[src/hdl/assert_macros.svh]
// shared assertion macros, sampled on clk with synchronous reset rst
`ifndef ASSERT_MACROS_SVH
`define ASSERT_MACROS_SVH

// expression holds at every clock edge out of reset
`define ASSERT_ALWAYS(lbl, expr) \
  lbl: assert property (@(posedge clk) disable iff (rst) (expr)) \
    else $error("assertion failed");

// consequent holds in the same cycle as the antecedent
`define ASSERT_IMPLIES(lbl, ante, cons) \
  lbl: assert property (@(posedge clk) disable iff (rst) (ante) |-> (cons)) \
    else $error("assertion failed");

// consequent holds in the cycle after the antecedent
`define ASSERT_NEXT(lbl, ante, cons) \
  lbl: assert property (@(posedge clk) disable iff (rst) (ante) |=> (cons)) \
    else $error("assertion failed");

`endif

[src/hdl/ptt_pkg.sv]
package ptt_pkg;

  // results per dispatch
  localparam int MAX_RESULTS = 16;
  localparam int RES_W       = $clog2(MAX_RESULTS);

  // wall clock limits
  localparam int MS_PER_SEC   = 1000;
  localparam int SEC_PER_MIN  = 60;
  localparam int MIN_PER_HOUR = 60;
  localparam int HOUR_PER_DAY = 24;

  // operation codes
  localparam logic [2:0] MODE_TICK     = 3'd0;
  localparam logic [2:0] MODE_ADD      = 3'd1;
  localparam logic [2:0] MODE_REMOVE   = 3'd2;
  localparam logic [2:0] MODE_DISPATCH = 3'd3;
  localparam logic [2:0] MODE_SET_TIME = 3'd4;

  // result status codes
  localparam logic [1:0] STATUS_OK     = 2'd0;
  localparam logic [1:0] STATUS_REJECT = 2'd1;
  localparam logic [1:0] STATUS_NONE   = 2'd2;

  typedef struct packed {
    logic [2:0]  mode;
    logic [3:0]  slot;
    logic [15:0] period;
    logic [15:0] initial_delay;
    logic [4:0]  hour_in;
    logic [5:0]  minute_in;
  } req_t;

  typedef struct packed {
    logic [1:0] status;
    logic [3:0] task_slot;
    logic       last;
    logic [4:0] hour;
    logic [5:0] minute;
    logic [5:0] second;
  } rsp_t;

  typedef enum logic [2:0] {
    ST_IDLE,
    ST_EXEC,
    ST_TICK,
    ST_SCAN,
    ST_EMIT,
    ST_RESP
  } state_t;

  typedef struct packed {
    logic       advance;
    logic       load;
    logic [4:0] hour;
    logic [5:0] minute;
  } clk_ctl_t;

  typedef struct packed {
    logic [4:0] hour;
    logic [5:0] minute;
    logic [5:0] second;
  } wall_time_t;

endpackage

[src/hdl/ptt_ram.sv]
module ptt_ram #(
  parameter int WIDTH = 16,
  parameter int DEPTH = 16
) (
  input  logic                                         clk,
  input  logic                                         we,
  input  logic [((DEPTH > 1) ? $clog2(DEPTH) : 1)-1:0] waddr,
  input  logic [WIDTH-1:0]                             wdata,
  input  logic [((DEPTH > 1) ? $clog2(DEPTH) : 1)-1:0] raddr,
  output logic [WIDTH-1:0]                             rdata
);

  logic [WIDTH-1:0] mem [DEPTH];

  // one write port, registered read port
  always_ff @(posedge clk) begin
    if (we) begin
      mem[waddr] <= wdata;
    end
    rdata <= mem[raddr];
  end

endmodule

[src/hdl/ptt_clock.sv]
`include "assert_macros.svh"

module ptt_clock import ptt_pkg::*; (
  input  logic       clk,
  input  logic       rst,
  input  clk_ctl_t   ctl,
  output wall_time_t now
);

  logic [9:0] millis, millis_next;
  logic [5:0] seconds, seconds_next;
  logic [5:0] minutes, minutes_next;
  logic [4:0] hours, hours_next;
  logic       in_range;

  // millisecond carry chain and time load with saturation
  always_comb begin
    millis_next  = millis;
    seconds_next = seconds;
    minutes_next = minutes;
    hours_next   = hours;
    if (ctl.load) begin
      hours_next   = (ctl.hour > 5'(HOUR_PER_DAY - 1)) ? 5'(HOUR_PER_DAY - 1) : ctl.hour;
      minutes_next = (ctl.minute > 6'(MIN_PER_HOUR - 1)) ? 6'(MIN_PER_HOUR - 1) : ctl.minute;
      seconds_next = '0;
    end else if (ctl.advance) begin
      if (millis == 10'(MS_PER_SEC - 1)) begin
        millis_next = '0;
        if (seconds == 6'(SEC_PER_MIN - 1)) begin
          seconds_next = '0;
          if (minutes == 6'(MIN_PER_HOUR - 1)) begin
            minutes_next = '0;
            hours_next   = (hours == 5'(HOUR_PER_DAY - 1)) ? '0 : hours + 5'd1;
          end else begin
            minutes_next = minutes + 6'd1;
          end
        end else begin
          seconds_next = seconds + 6'd1;
        end
      end else begin
        millis_next = millis + 10'd1;
      end
    end
  end

  always_ff @(posedge clk) begin
    if (rst) begin
      millis  <= '0;
      seconds <= '0;
      minutes <= '0;
      hours   <= '0;
    end else begin
      millis  <= millis_next;
      seconds <= seconds_next;
      minutes <= minutes_next;
      hours   <= hours_next;
    end
  end

  assign now.hour   = hours;
  assign now.minute = minutes;
  assign now.second = seconds;

  // every counter stays inside its wrap range
  assign in_range = (millis < 10'(MS_PER_SEC)) && (seconds < 6'(SEC_PER_MIN)) &&
                    (minutes < 6'(MIN_PER_HOUR)) && (hours < 5'(HOUR_PER_DAY));

  `ASSERT_ALWAYS(a_clock_range, in_range)

endmodule

[src/hdl/periodic_task_timer_table.sv]
// channel | words       | handshake              | payload
// request | operations  | req_valid / req_ready  | req (req_t)
// result  | results     | rsp_valid / rsp_ready  | rsp (rsp_t)
//
// One operation at a time. Add, remove, set time and unknown codes pass through EXEC and RESP.
// A tick walks the countdown memory one slot per cycle.
// A dispatch walks the flags one slot per cycle, with an EMIT step per emitted task (period read);
// it stops at the last due slot or at MAX_RESULTS results; with nothing due it answers STATUS_NONE.
// Reset clears the slot flags and the clock; no clearing pass.
// A stalled result holds the walk; the next request is taken once the last result is loaded.
`include "assert_macros.svh"

module periodic_task_timer_table import ptt_pkg::*; #(
  parameter int NUM_SLOTS   = 16,
  parameter int COUNT_WIDTH = 16
) (
  input  logic clk,
  input  logic rst,
  input  logic req_valid,
  output logic req_ready,
  input  req_t req,
  output logic rsp_valid,
  input  logic rsp_ready,
  output rsp_t rsp
);

  localparam int IDX_W = (NUM_SLOTS > 1) ? $clog2(NUM_SLOTS) : 1;
  localparam int CNT_W = IDX_W + 1;

  state_t                 state, state_next;
  req_t                   op;
  logic [NUM_SLOTS-1:0]   slot_valid, slot_valid_next;
  logic [NUM_SLOTS-1:0]   slot_ready, slot_ready_next;
  logic [CNT_W-1:0]       walk;
  logic                   rd_vld;
  logic [IDX_W-1:0]       rd_idx;
  logic [RES_W-1:0]       emitted;
  logic [1:0]             status_q, status_next;

  logic [IDX_W-1:0]       op_idx, walk_idx;
  logic                   op_in_range, walk_done, out_free, more_due, emit_last;
  logic [NUM_SLOTS-1:0]   due;
  logic                   cd_we, per_we, out_load;
  logic [IDX_W-1:0]       cd_waddr;
  logic [COUNT_WIDTH-1:0] cd_wdata, cd_rdata, per_rdata;
  rsp_t                   out_word;
  clk_ctl_t               clk_ctl;
  wall_time_t             now;

  // slot state memories
  ptt_ram #(.WIDTH(COUNT_WIDTH), .DEPTH(NUM_SLOTS)) u_countdown (
    .clk   (clk),
    .we    (cd_we),
    .waddr (cd_waddr),
    .wdata (cd_wdata),
    .raddr (walk_idx),
    .rdata (cd_rdata)
  );

  ptt_ram #(.WIDTH(COUNT_WIDTH), .DEPTH(NUM_SLOTS)) u_period (
    .clk   (clk),
    .we    (per_we),
    .waddr (op_idx),
    .wdata (COUNT_WIDTH'(op.period)),
    .raddr (walk_idx),
    .rdata (per_rdata)
  );

  ptt_clock u_clock (
    .clk (clk),
    .rst (rst),
    .ctl (clk_ctl),
    .now (now)
  );

  // shared decode
  assign op_idx      = IDX_W'(op.slot);
  assign op_in_range = int'(op.slot) < NUM_SLOTS;
  assign walk_idx    = walk[IDX_W-1:0];
  assign walk_done   = (walk == CNT_W'(NUM_SLOTS));
  assign out_free    = !rsp_valid || rsp_ready;
  assign due         = slot_valid & slot_ready;
  assign more_due    = |((due >> walk_idx) >> 1);
  assign emit_last   = !more_due || (emitted == RES_W'(MAX_RESULTS - 1));

  // next state
  always_comb begin
    state_next = state;
    case (state)
      ST_IDLE: begin
        if (req_valid) state_next = ST_EXEC;
      end
      ST_EXEC: begin
        if (op.mode == MODE_TICK) state_next = ST_TICK;
        else if (op.mode == MODE_DISPATCH) state_next = ST_SCAN;
        else state_next = ST_RESP;
      end
      ST_TICK: begin
        if (walk_done && !rd_vld) state_next = ST_RESP;
      end
      ST_SCAN: begin
        if (walk_done) state_next = ST_RESP;
        else if (due[walk_idx]) state_next = ST_EMIT;
      end
      ST_EMIT: begin
        if (out_free) state_next = emit_last ? ST_IDLE : ST_SCAN;
      end
      ST_RESP: begin
        if (out_free) state_next = ST_IDLE;
      end
      default: state_next = ST_IDLE;
    endcase
  end

  // datapath controls
  always_comb begin
    req_ready      = (state == ST_IDLE);
    cd_we          = 1'b0;
    cd_waddr       = rd_idx;
    cd_wdata       = cd_rdata - COUNT_WIDTH'(1);
    per_we         = 1'b0;
    out_load       = 1'b0;
    out_word       = '0;
    out_word.hour   = now.hour;
    out_word.minute = now.minute;
    out_word.second = now.second;
    status_next    = status_q;
    clk_ctl        = '0;
    clk_ctl.hour   = op.hour_in;
    clk_ctl.minute = op.minute_in;
    case (state)
      ST_EXEC: begin
        status_next = STATUS_OK;
        case (op.mode)
          MODE_TICK: clk_ctl.advance = 1'b1;
          MODE_ADD: begin
            if (!op_in_range || slot_valid[op_idx]) begin
              status_next = STATUS_REJECT;
            end else begin
              per_we   = 1'b1;
              cd_we    = 1'b1;
              cd_waddr = op_idx;
              cd_wdata = COUNT_WIDTH'(op.initial_delay);
            end
          end
          MODE_REMOVE: begin
            if (!op_in_range) status_next = STATUS_REJECT;
          end
          MODE_DISPATCH: status_next = STATUS_OK;
          MODE_SET_TIME: clk_ctl.load = 1'b1;
          default: status_next = STATUS_REJECT;
        endcase
      end
      ST_TICK: begin
        cd_we = rd_vld && slot_valid[rd_idx] && (cd_rdata != '0);
      end
      ST_SCAN: begin
        if (walk_done) status_next = STATUS_NONE;
      end
      ST_EMIT: begin
        out_load           = out_free;
        out_word.status    = STATUS_OK;
        out_word.task_slot = 4'(walk_idx);
        out_word.last      = emit_last;
        cd_we              = out_free && (per_rdata != '0);
        cd_waddr           = walk_idx;
        cd_wdata           = per_rdata;
      end
      ST_RESP: begin
        out_load        = out_free;
        out_word.status = status_q;
        out_word.last   = 1'b1;
      end
      default: begin
        out_load = 1'b0;
      end
    endcase
  end

  // slot flag updates
  always_comb begin
    slot_valid_next = slot_valid;
    slot_ready_next = slot_ready;
    case (state)
      ST_EXEC: begin
        if (op.mode == MODE_ADD && op_in_range && !slot_valid[op_idx]) begin
          slot_valid_next[op_idx] = 1'b1;
          slot_ready_next[op_idx] = 1'b0;
        end else if (op.mode == MODE_REMOVE && op_in_range) begin
          slot_valid_next[op_idx] = 1'b0;
          slot_ready_next[op_idx] = 1'b0;
        end
      end
      ST_TICK: begin
        if (rd_vld && slot_valid[rd_idx] && (cd_rdata == '0)) begin
          slot_ready_next[rd_idx] = 1'b1;
        end
      end
      ST_EMIT: begin
        if (out_free) begin
          slot_ready_next[walk_idx] = 1'b0;
          if (per_rdata == '0) slot_valid_next[walk_idx] = 1'b0;
        end
      end
      default: begin
        slot_valid_next = slot_valid;
      end
    endcase
  end

  // control registers
  always_ff @(posedge clk) begin
    if (rst) begin
      state      <= ST_IDLE;
      slot_valid <= '0;
      slot_ready <= '0;
      walk       <= '0;
      rd_vld     <= 1'b0;
      emitted    <= '0;
      status_q   <= STATUS_OK;
      rsp_valid  <= 1'b0;
    end else begin
      state      <= state_next;
      slot_valid <= slot_valid_next;
      slot_ready <= slot_ready_next;
      status_q   <= status_next;
      rd_vld     <= (state == ST_TICK) && !walk_done;
      if (state == ST_EXEC) begin
        walk    <= '0;
        emitted <= '0;
      end else if (state == ST_TICK && !walk_done) begin
        walk <= walk + CNT_W'(1);
      end else if (state == ST_SCAN && !walk_done && !due[walk_idx]) begin
        walk <= walk + CNT_W'(1);
      end else if (state == ST_EMIT && out_free) begin
        walk    <= walk + CNT_W'(1);
        emitted <= emitted + RES_W'(1);
      end
      if (out_load) rsp_valid <= 1'b1;
      else if (rsp_ready) rsp_valid <= 1'b0;
    end
  end

  // payload registers
  always_ff @(posedge clk) begin
    rd_idx <= walk_idx;
    if (req_valid && req_ready) op <= req;
    if (out_load) rsp <= out_word;
  end

  // a ready flag never stands on a free slot
  `ASSERT_ALWAYS(a_ready_needs_valid, (slot_ready & ~slot_valid) == '0)
  // a pending result is never overwritten
  `ASSERT_IMPLIES(a_no_overrun, rsp_valid && !rsp_ready, !out_load)
  // an emitted slot is one that is due
  `ASSERT_IMPLIES(a_emit_due, state == ST_EMIT, due[walk_idx])
  // countdown reads come back only during the tick walk
  `ASSERT_NEXT(a_walk_read, rd_vld, (state == ST_TICK) || (state == ST_RESP))

endmodule

[config.mk]
export PLATFORM = sky130hd
export DESIGN_NAME = periodic_task_timer_table
export DESIGN_NICKNAME = d
export VERILOG_FILES = /design/src/hdl/ptt_pkg.sv /design/src/hdl/ptt_ram.sv /design/src/hdl/ptt_clock.sv /design/src/hdl/periodic_task_timer_table.sv
export VERILOG_INCLUDE_DIRS = /design/src /design/src/hdl
export SDC_FILE = /design/constraint.sdc
export NUM_CORES = 1
export LEC_CHECK = 0
export BUFFER_PORTS_ARGS = -buffer_cell sky130_fd_sc_hd__buf_2
export CORE_MARGIN = 5
export CORE_UTILIZATION = 30
export CTS_CLUSTER_DIAMETER = 40
export DETAILED_ROUTE_END_ITERATION = 7
export MAX_ROUTING_LAYER = met4
export PLACE_DENSITY = 0.42
export RECOVER_POWER = 25
export SETUP_SLACK_MARGIN = 0.15
export SYNTH_ARGS = -nofsm -noshare
export SYNTH_HDL_FRONTEND = slang
export SYNTH_HIERARCHICAL = 1
export SYNTH_SLANG_ARGS = --single-unit
[constraint.sdc]
create_clock -name clk -period 4.7 [get_ports clk]
set_input_delay 0.47 -clock clk [delete_from_list [all_inputs] [get_ports clk]]
set_output_delay 0.47 -clock clk [all_outputs]
set_load 0.05 [all_outputs]
==> results of run 1 <==
-- metrics by stage --
| step | hold WS [ps] | setup WS [ps] | instance area, µm² | std cells | total power, mW |
|---|---|---|---|---|---|
| after floorplan | 386.8 | 440.6 | 28370 | 1746 | 9.212 |
| after detailed placement | 464.8 | 525.1 | 30530 | 3050 | 10.16 |
| final | 145.0 | 546.5 | 35100 | 3315 | 18.84 |
| after global routing | 118.9 | 291.5 | 35100 | 3315 | 19.57 |
| after global placement | 456.8 | 591.2 | 30530 | 3050 | 10.13 |
| after CTS | 6.691 | 481.6 | 35120 | 3315 | 19.11 |
-- worst max path at each step --
stage / start / to / slack, ps / depth (start not counted)
after floorplan: op_idx[0]$_DFFE_PP_ / u_countdown/mem[0][0]$_DFFE_PP_ / 440 / 12
after global placement: op_idx[0]$_DFFE_PP_ / u_countdown/mem[1][13]$_DFFE_PP_ / 590 / 11
after detailed placement: op_idx[0]$_DFFE_PP_ / u_countdown/mem[1][13]$_DFFE_PP_ / 530 / 11
after CTS: op_idx[0]$_DFFE_PP_ / u_countdown/mem[1][12]$_DFFE_PP_ / 480 / 11
after global routing: op_idx[0]$_DFFE_PP_ / u_countdown/mem[1][10]$_DFFE_PP_ / 290 / 11
final: op_idx[0]$_DFFE_PP_ / u_countdown/mem[1][10]$_DFFE_PP_ / 550 / 11
-- flip-flops by register name, indices dropped and copies added, names as in the netlist, 11 cells and up, named ones only --
signal	flops
u_countdown/mem	256
u_period/mem	256
op	35
rsp	24
slot_ready	16
u_countdown/rdata	16
u_period/rdata	16
clk_ctl	11
-- cells in the mapped netlist (5+ instances only) --
library cell,count,area share (%)
buf_2,16,0.28
nand2b_1,17,0.37
nand3_1,37,0.65
ha_1,11,0.49
dfxtp_1,111,7.8
a22o_1,5,0.15
nor2b_1,17,0.37
nand3b_1,10,0.26
buf_4,9,0.24
mux2i_1,11,0.39
and3_1,10,0.22
mux4_2,122,9.7
inv_1,17,0.22
and2_1,6,0.13
a211oi_1,16,0.42
mux4_1,20,1.9
edfxtp_1,586,62
buf_1,11,0.15
o21a_1,5,0.13
buf_6,8,0.32
a31oi_1,19,0.42
o21ai_1,5,0.088
a22oi_1,68,1.8
a21oi_1,57,1.0
or3_1,7,0.15
nor3_1,33,0.58
clkbuf_1,45,0.60
nor4_1,15,0.33
a221o_1,13,0.46
o21ai_0,61,1.1
nor2_1,121,1.6
xor2_1,15,0.46
xnor2_1,14,0.43
nand2_1,119,1.6
o21bai_1,6,0.16
o22ai_1,8,0.18
nand4_1,12,0.26
-- cells by family after synthesis --
| logic type | Yosys count |
|---|---|
| AO/OA/AOI/OAI | 305 |
| AND/OR/NAND/NOR | 438 |
| multiplexers | 156 |
| buffers and inverters | 110 |
| XOR/XNOR | 29 |
| adder cells (fa/ha/maj) | 11 |
| flip-flops | 697 |
-- power by group through the flow --
stage,sequential [mW],combinational (mW),clock (mW)
finish,7.77,2.23,8.83
global route,7.81,2.44,9.32
CTS,7.78,2.29,9.04
detailed placement,7.90,2.25,0
global placement,7.90,2.24,0
floorplan,7.78,1.43,0
-- layout make-up --
class                           instances  area [µm²]
Sequential cell                       697       19830
Inverter                               21       78.83
Timing Repair Buffer                  183        1318
Multi-Input combinational cell        939        8158
Clock inverter                         95        1106
Fill cell                            8855       58510
Tap cell                             1254        1569
Clock buffer                          126        3045
-- worst max-delay path: stages (launching register included) --
cell      delay [ps]
edfxtp_1         600
buf_4            300
mux2_2           350
o21ai_0          190
o221ai_1         200
nor2_2           150
nand2_1          170
inv_2            180
a21oi_1           60
o21ai_0          180
or3b_2           570
nor2_2           800
-- per-layer routing --
metal	vias up	global-route usage, %	part of all wire, %
li1	7489	-	-
met1	8728	21.88	46
met2	468	24.35	47
met3	143	2.459	4.4
met4	0	4.429	2.5
met5	-	-	0
-- layout by cell type (no fill, tap or decap), types with 10 or more instances in the layout --
cell             n
a211oi_1        16
a21oi_1         57
a221o_1         13
a22oi_1         68
a31oi_1         19
and3_1          10
buf_2           66
buf_4           55
bufinv_16       15
clkbuf_1        17
clkbuf_16      120
clkinv_2        10
clkinv_4        11
clkinvlp_4      19
dfxtp_1        109
dlygate4sd3_1   44
edfxtp_1       586
ha_1            11
inv_1           17
inv_6           23
mux2i_1         11
mux4_1          20
mux4_2         122
nand2_1        119
nand2b_1        17
nand3_1         37
nand3b_1        10
nand4_1         12
nor2_1          93
nor2_2          30
nor2b_1         13
nor3_1          25
nor4_1          14
o21ai_0         61
xnor2_1         14
xor2_1          15
==> results.json, run 1 <==
{
  "status": "finished clean",
  "slew_viol_final": 0,
  "clkTransAtPathRegs_ps": 60,
  "drc": 0,
  "wire_per_inst_um": 23.89,
  "grt_max_degree": 140,
  "setup_violations": 0,
  "syn_to_final_growth_pct": 23.71,
  "clk_latency_ps": 680,
  "clockBufferDepth": 3,
  "startpoint_type": "register",
  "slew_headroom_pct": 6.727,
  "ys_ff_latch": 697,
  "post-dp-hpwl_um": 50930,
  "core-area_um2": 93610,
  "synth-adder-area-share_pct": 0.4851,
  "r2r-start": "op_idx[0]$_DFFE_PP_",
  "fin_skew_ps": 26.70,
  "io_buffers": 79,
  "yosysWarnings": 6,
  "setup_tns_ps": 0,
  "rows": 112,
  "holdPathStages": 1,
  "finalCritPeriodShare_pct": 88.37,
  "start_util_pct": 30.31,
  "ys.flop_type": "edfxtp_1",
  "synth_xor_area_share_pct": 0.8951,
  "hold-path-endpoint": "op[14]$_DFFE_PP_",
  "chipWidth_um": 317.5,
  "place_congestion": 0.8711,
  "rsz0062_at_grt": "false",
  "drive_gt1_share_pct": 25.42,
  "postCtsSetupRepairBufs": 0,
  "cts_resized": 0,
  "grt_pass1_wl_um": 117000,
  "pwr-share-comb_pct": 11.9,
  "switchingPower_mw": 5.034,
  "grt_pass1_vias": 17200,
  "drtIter0Drc": 1480,
  "cts_tree": "done",
  "syn_inst": 1746,
  "grt_usage_pct": 15.78,
  "ant_nets": 0,
  "viasPerCell": 5.076,
  "synth_compound_area_share_pct": 7.285,
  "pwr-share-clk_pct": 46.9,
  "p_per_area_nw_per_um2": 536.8,
  "swShare_pct": 26.72,
  "path_max_fanout": 16,
  "max-cap-violations": 0,
  "clock_sink_count": 697,
  "cp.arrival_ps": 4430,
  "synthMuxAreaShare_pct": 12.04,
  "hold_viol": 0,
  "cts_max_level": 3,
  "hold_path.class": "in2reg",
  "max_slew.worst_pin.slew_ps": 1394,
  "synth_top_family_by_area": "multiplexers",
  "antenna_found_initial": 3,
  "io_pins": 80,
  "numCtsBuffers": 117,
  "avgSynthCellArea_um2": 16.25,
  "path_class": "reg2reg",
  "synth-simple-area-share_pct": 7.589,
  "ff2ff_path_depth": 11,
  "clockRootBuffer": "clkbuf_16",
  "power.internal_mw": 13.81,
  "reg2reg_slack_ps": 550,
  "dieArea_um2": 100800,
  "synth_edf_count": 586,
  "fin_util_pct": 37.50,
  "grt_overflow": 0,
  "seq_area_frac_synth_pct": 69.85,
  "nets": 2024,
  "num_vias": 16830,
  "syn_area_um2": 28370,
  "routed_wl_um": 79200,
  "num_antenna_cells": 0,
  "fmax_mhz": 240.8,
  "die_y_um": 317.5,
  "ir_worst_vdd_mv": 0.3343,
  "synth-async-reset-ratio_pct": 0,
  "period_needed_ps": 4153,
  "min_from": "req[14]",
  "worst_ep_required_time_ps": 4980,
  "r2r_end": "u_countdown/mem[1][10]$_DFFE_PP_",
  "synth_cell_types": 80,
  "crit_path_end_kind": "register",
  "drt_first_pass_iters": 5,
  "synth_fp_nets": 1811,
  "cts.hold.buffers_added": 44,
  "leakagePower_nw": 11.39,
  "seqPwrFrac_pct": 41.3
}
Note: power is estimated with default switching activity, not from simulation.
==> run 2: changes to the inputs <==
- clock period: 4.7 -> 4.9 ns (I/O delays scaled with it)
==> results.json, run 2 (synthesized netlist as in run 1, its figures left out) <==
{
  "status": "finished clean",
  "mostFrequentLayoutCell": "edfxtp_1",
  "fmax_mhz": 260.8,
  "holdPathStages": 1,
  "path_class": "reg2reg",
  "cp_top_family": "simple AND/OR/NAND/NOR gates",
  "ir_worst_vdd_mv": 0.2798,
  "reg_top3": "u_countdown/mem x256, u_period/mem x256, op x35",
  "num_antenna_cells": 0,
  "start_util_pct": 30.31,
  "grt_pass1_vias": 16840,
  "final_cell_mix": "edfxtp_1, mux4_2, nand2_1, clkbuf_16, dfxtp_1",
  "slew_headroom_pct": 5.262,
  "num_vias": 16650,
  "numCtsBuffers": 108,
  "die_y_um": 317.5,
  "crit_path_end_kind": "register",
  "use_met2_pct": 24.46,
  "hold-path-endpoint": "op_idx[2]$_DFFE_PP_",
  "globalRouteMet3Util_pct": 2.415,
  "dieArea_um2": 100800,
  "place_congestion": 0.8885,
  "io_pins": 80,
  "critPathMostFrequentCell": "nor2_2",
  "busiest_layer": "met2",
  "reg2reg_slack_ps": 1060,
  "cp_cell_sequence": "mux4_2 > mux2i_1 > o221ai_1 > nor2_2 > nand2_1 > inv_2 > buf_4 > nand3_1 > nor2_2",
  "rsz0062_at_grt": "false",
  "r2r-start": "op_idx[0]$_DFFE_PP_",
  "slew_viol_final": 0,
  "hold_path.class": "in2reg",
  "cp_num_buf_inv": 2,
  "setup_violations": 0,
  "startpoint_type": "register",
  "setup_tns_ps": 0,
  "preCtsSetupSlack_ps": 1112,
  "max_stage_delay_ps": 850,
  "worst_path_max_delay_cell": "nor2_2",
  "nets": 2011,
  "min_from": "req[45]",
  "final_cells": 3295,
  "max-cap-violations": 0,
  "wire_per_inst_um": 24.02,
  "io_buffers": 79,
  "cts_tree": "done",
  "grt_pass1_wl_um": 116200,
  "ant_nets": 0,
  "r2r_end": "u_period/mem[13][6]$_DFFE_PP_",
  "period_needed_ps": 3835,
  "chipWidth_um": 317.5,
  "path_max_fanout": 16,
  "drive_gt1_share_pct": 24.35,
  "grt_max_degree": 143,
  "clock_sink_count": 697,
  "cts_max_level": 3,
  "placed_cells": 3049,
  "antenna_found_initial": 0,
  "hold_viol": 0,
  "clockBufferDepth": 3,
  "drt_first_pass_iters": 5,
  "fin_skew_ps": 44.83,
  "cts_resized": 0,
  "grt_usage_pct": 15.73,
  "core-area_um2": 93610,
  "leakagePower_nw": 11.18,
  "cp.arrival_ps": 4120,
  "ff2ff_path_depth": 9,
  "max_slew.worst_pin.slew_ps": 1421,
  "drc": 0,
  "setup_slack_ps": 1065,
  "rows": 112,
  "grt_use_met1_pct": 21.99,
  "fin_util_pct": 36.96,
  "worst_ep_required_time_ps": 5180,
  "viasPerCell": 5.054,
  "clockRootBuffer": "clkbuf_16",
  "clkTransAtPathRegs_ps": 50,
  "routed_wl_um": 79150,
  "startpoint": "op_idx[0]$_DFFE_PP_",
  "post-dp-hpwl_um": 51160,
  "drtIter0Drc": 1397,
  "clk_latency_ps": 670,
  "finalCritPeriodShare_pct": 78.27,
  "p_per_area_nw_per_um2": 500.0,
  "whs_ps": 88.13,
  "grt_overflow": 0,
  "syn_to_final_growth_pct": 21.94
}
==> run 2: worst max path at each step <==
stage,endpoint,cells past startpoint
floorplan,u_countdown/mem[0][0]$_DFFE_PP_,12
finish,u_period/mem[13][6]$_DFFE_PP_,9
detailed placement,u_period/mem[13][7]$_DFFE_PP_,9
global route,u_period/mem[13][5]$_DFFE_PP_,9
global placement,u_period/mem[13][7]$_DFFE_PP_,9
CTS,u_period/mem[13][11]$_DFFE_PP_,9
==> run 2: per-layer routing <==
layer | vias to the layer above | share of wire (%) | wire, µm
li1 | 7444 | - | -
met1 | 8641 | 46 | 36490
met3 | 110 | 4.6 | 3636
met2 | 458 | 47 | 37480
met5 | - | 0 | 0
met4 | 0 | 1.9 | 1537
==> run 2: per-stage QoR <==
step	power, mW	cell area [µm²]
6_report	17.30	34600
5_1_grt	17.98	34600
4_1_cts	17.56	34620
3_5_place_dp	9.762	30500
3_3_place_gp	9.730	30500
2_1_floorplan	8.836	28370
==> run 2: power by group <==
group	internal (mW)	switching, mW
combinational	0.722	1.39
sequential	7.14	0.365
clock	4.78	2.91
total	12.6	4.66
==> run 2: timing repair <==
action / 4_1_cts / 5_1_grt
buffers inserted: 0 / 0
hold endpoints to repair: 41 / 0
hold buffers: 41 / 0
==> run 2: final cells by class <==
type | count | area [µm²]
multi-input cells | 939 | 8158
repair buffers | 179 | 1250
inverters | 21 | 78.83
clock inverters | 81 | 872.1
clock buffers | 124 | 2845
fillers | 8877 | 59010
well taps | 1254 | 1569
flip-flops and latches | 697 | 19830
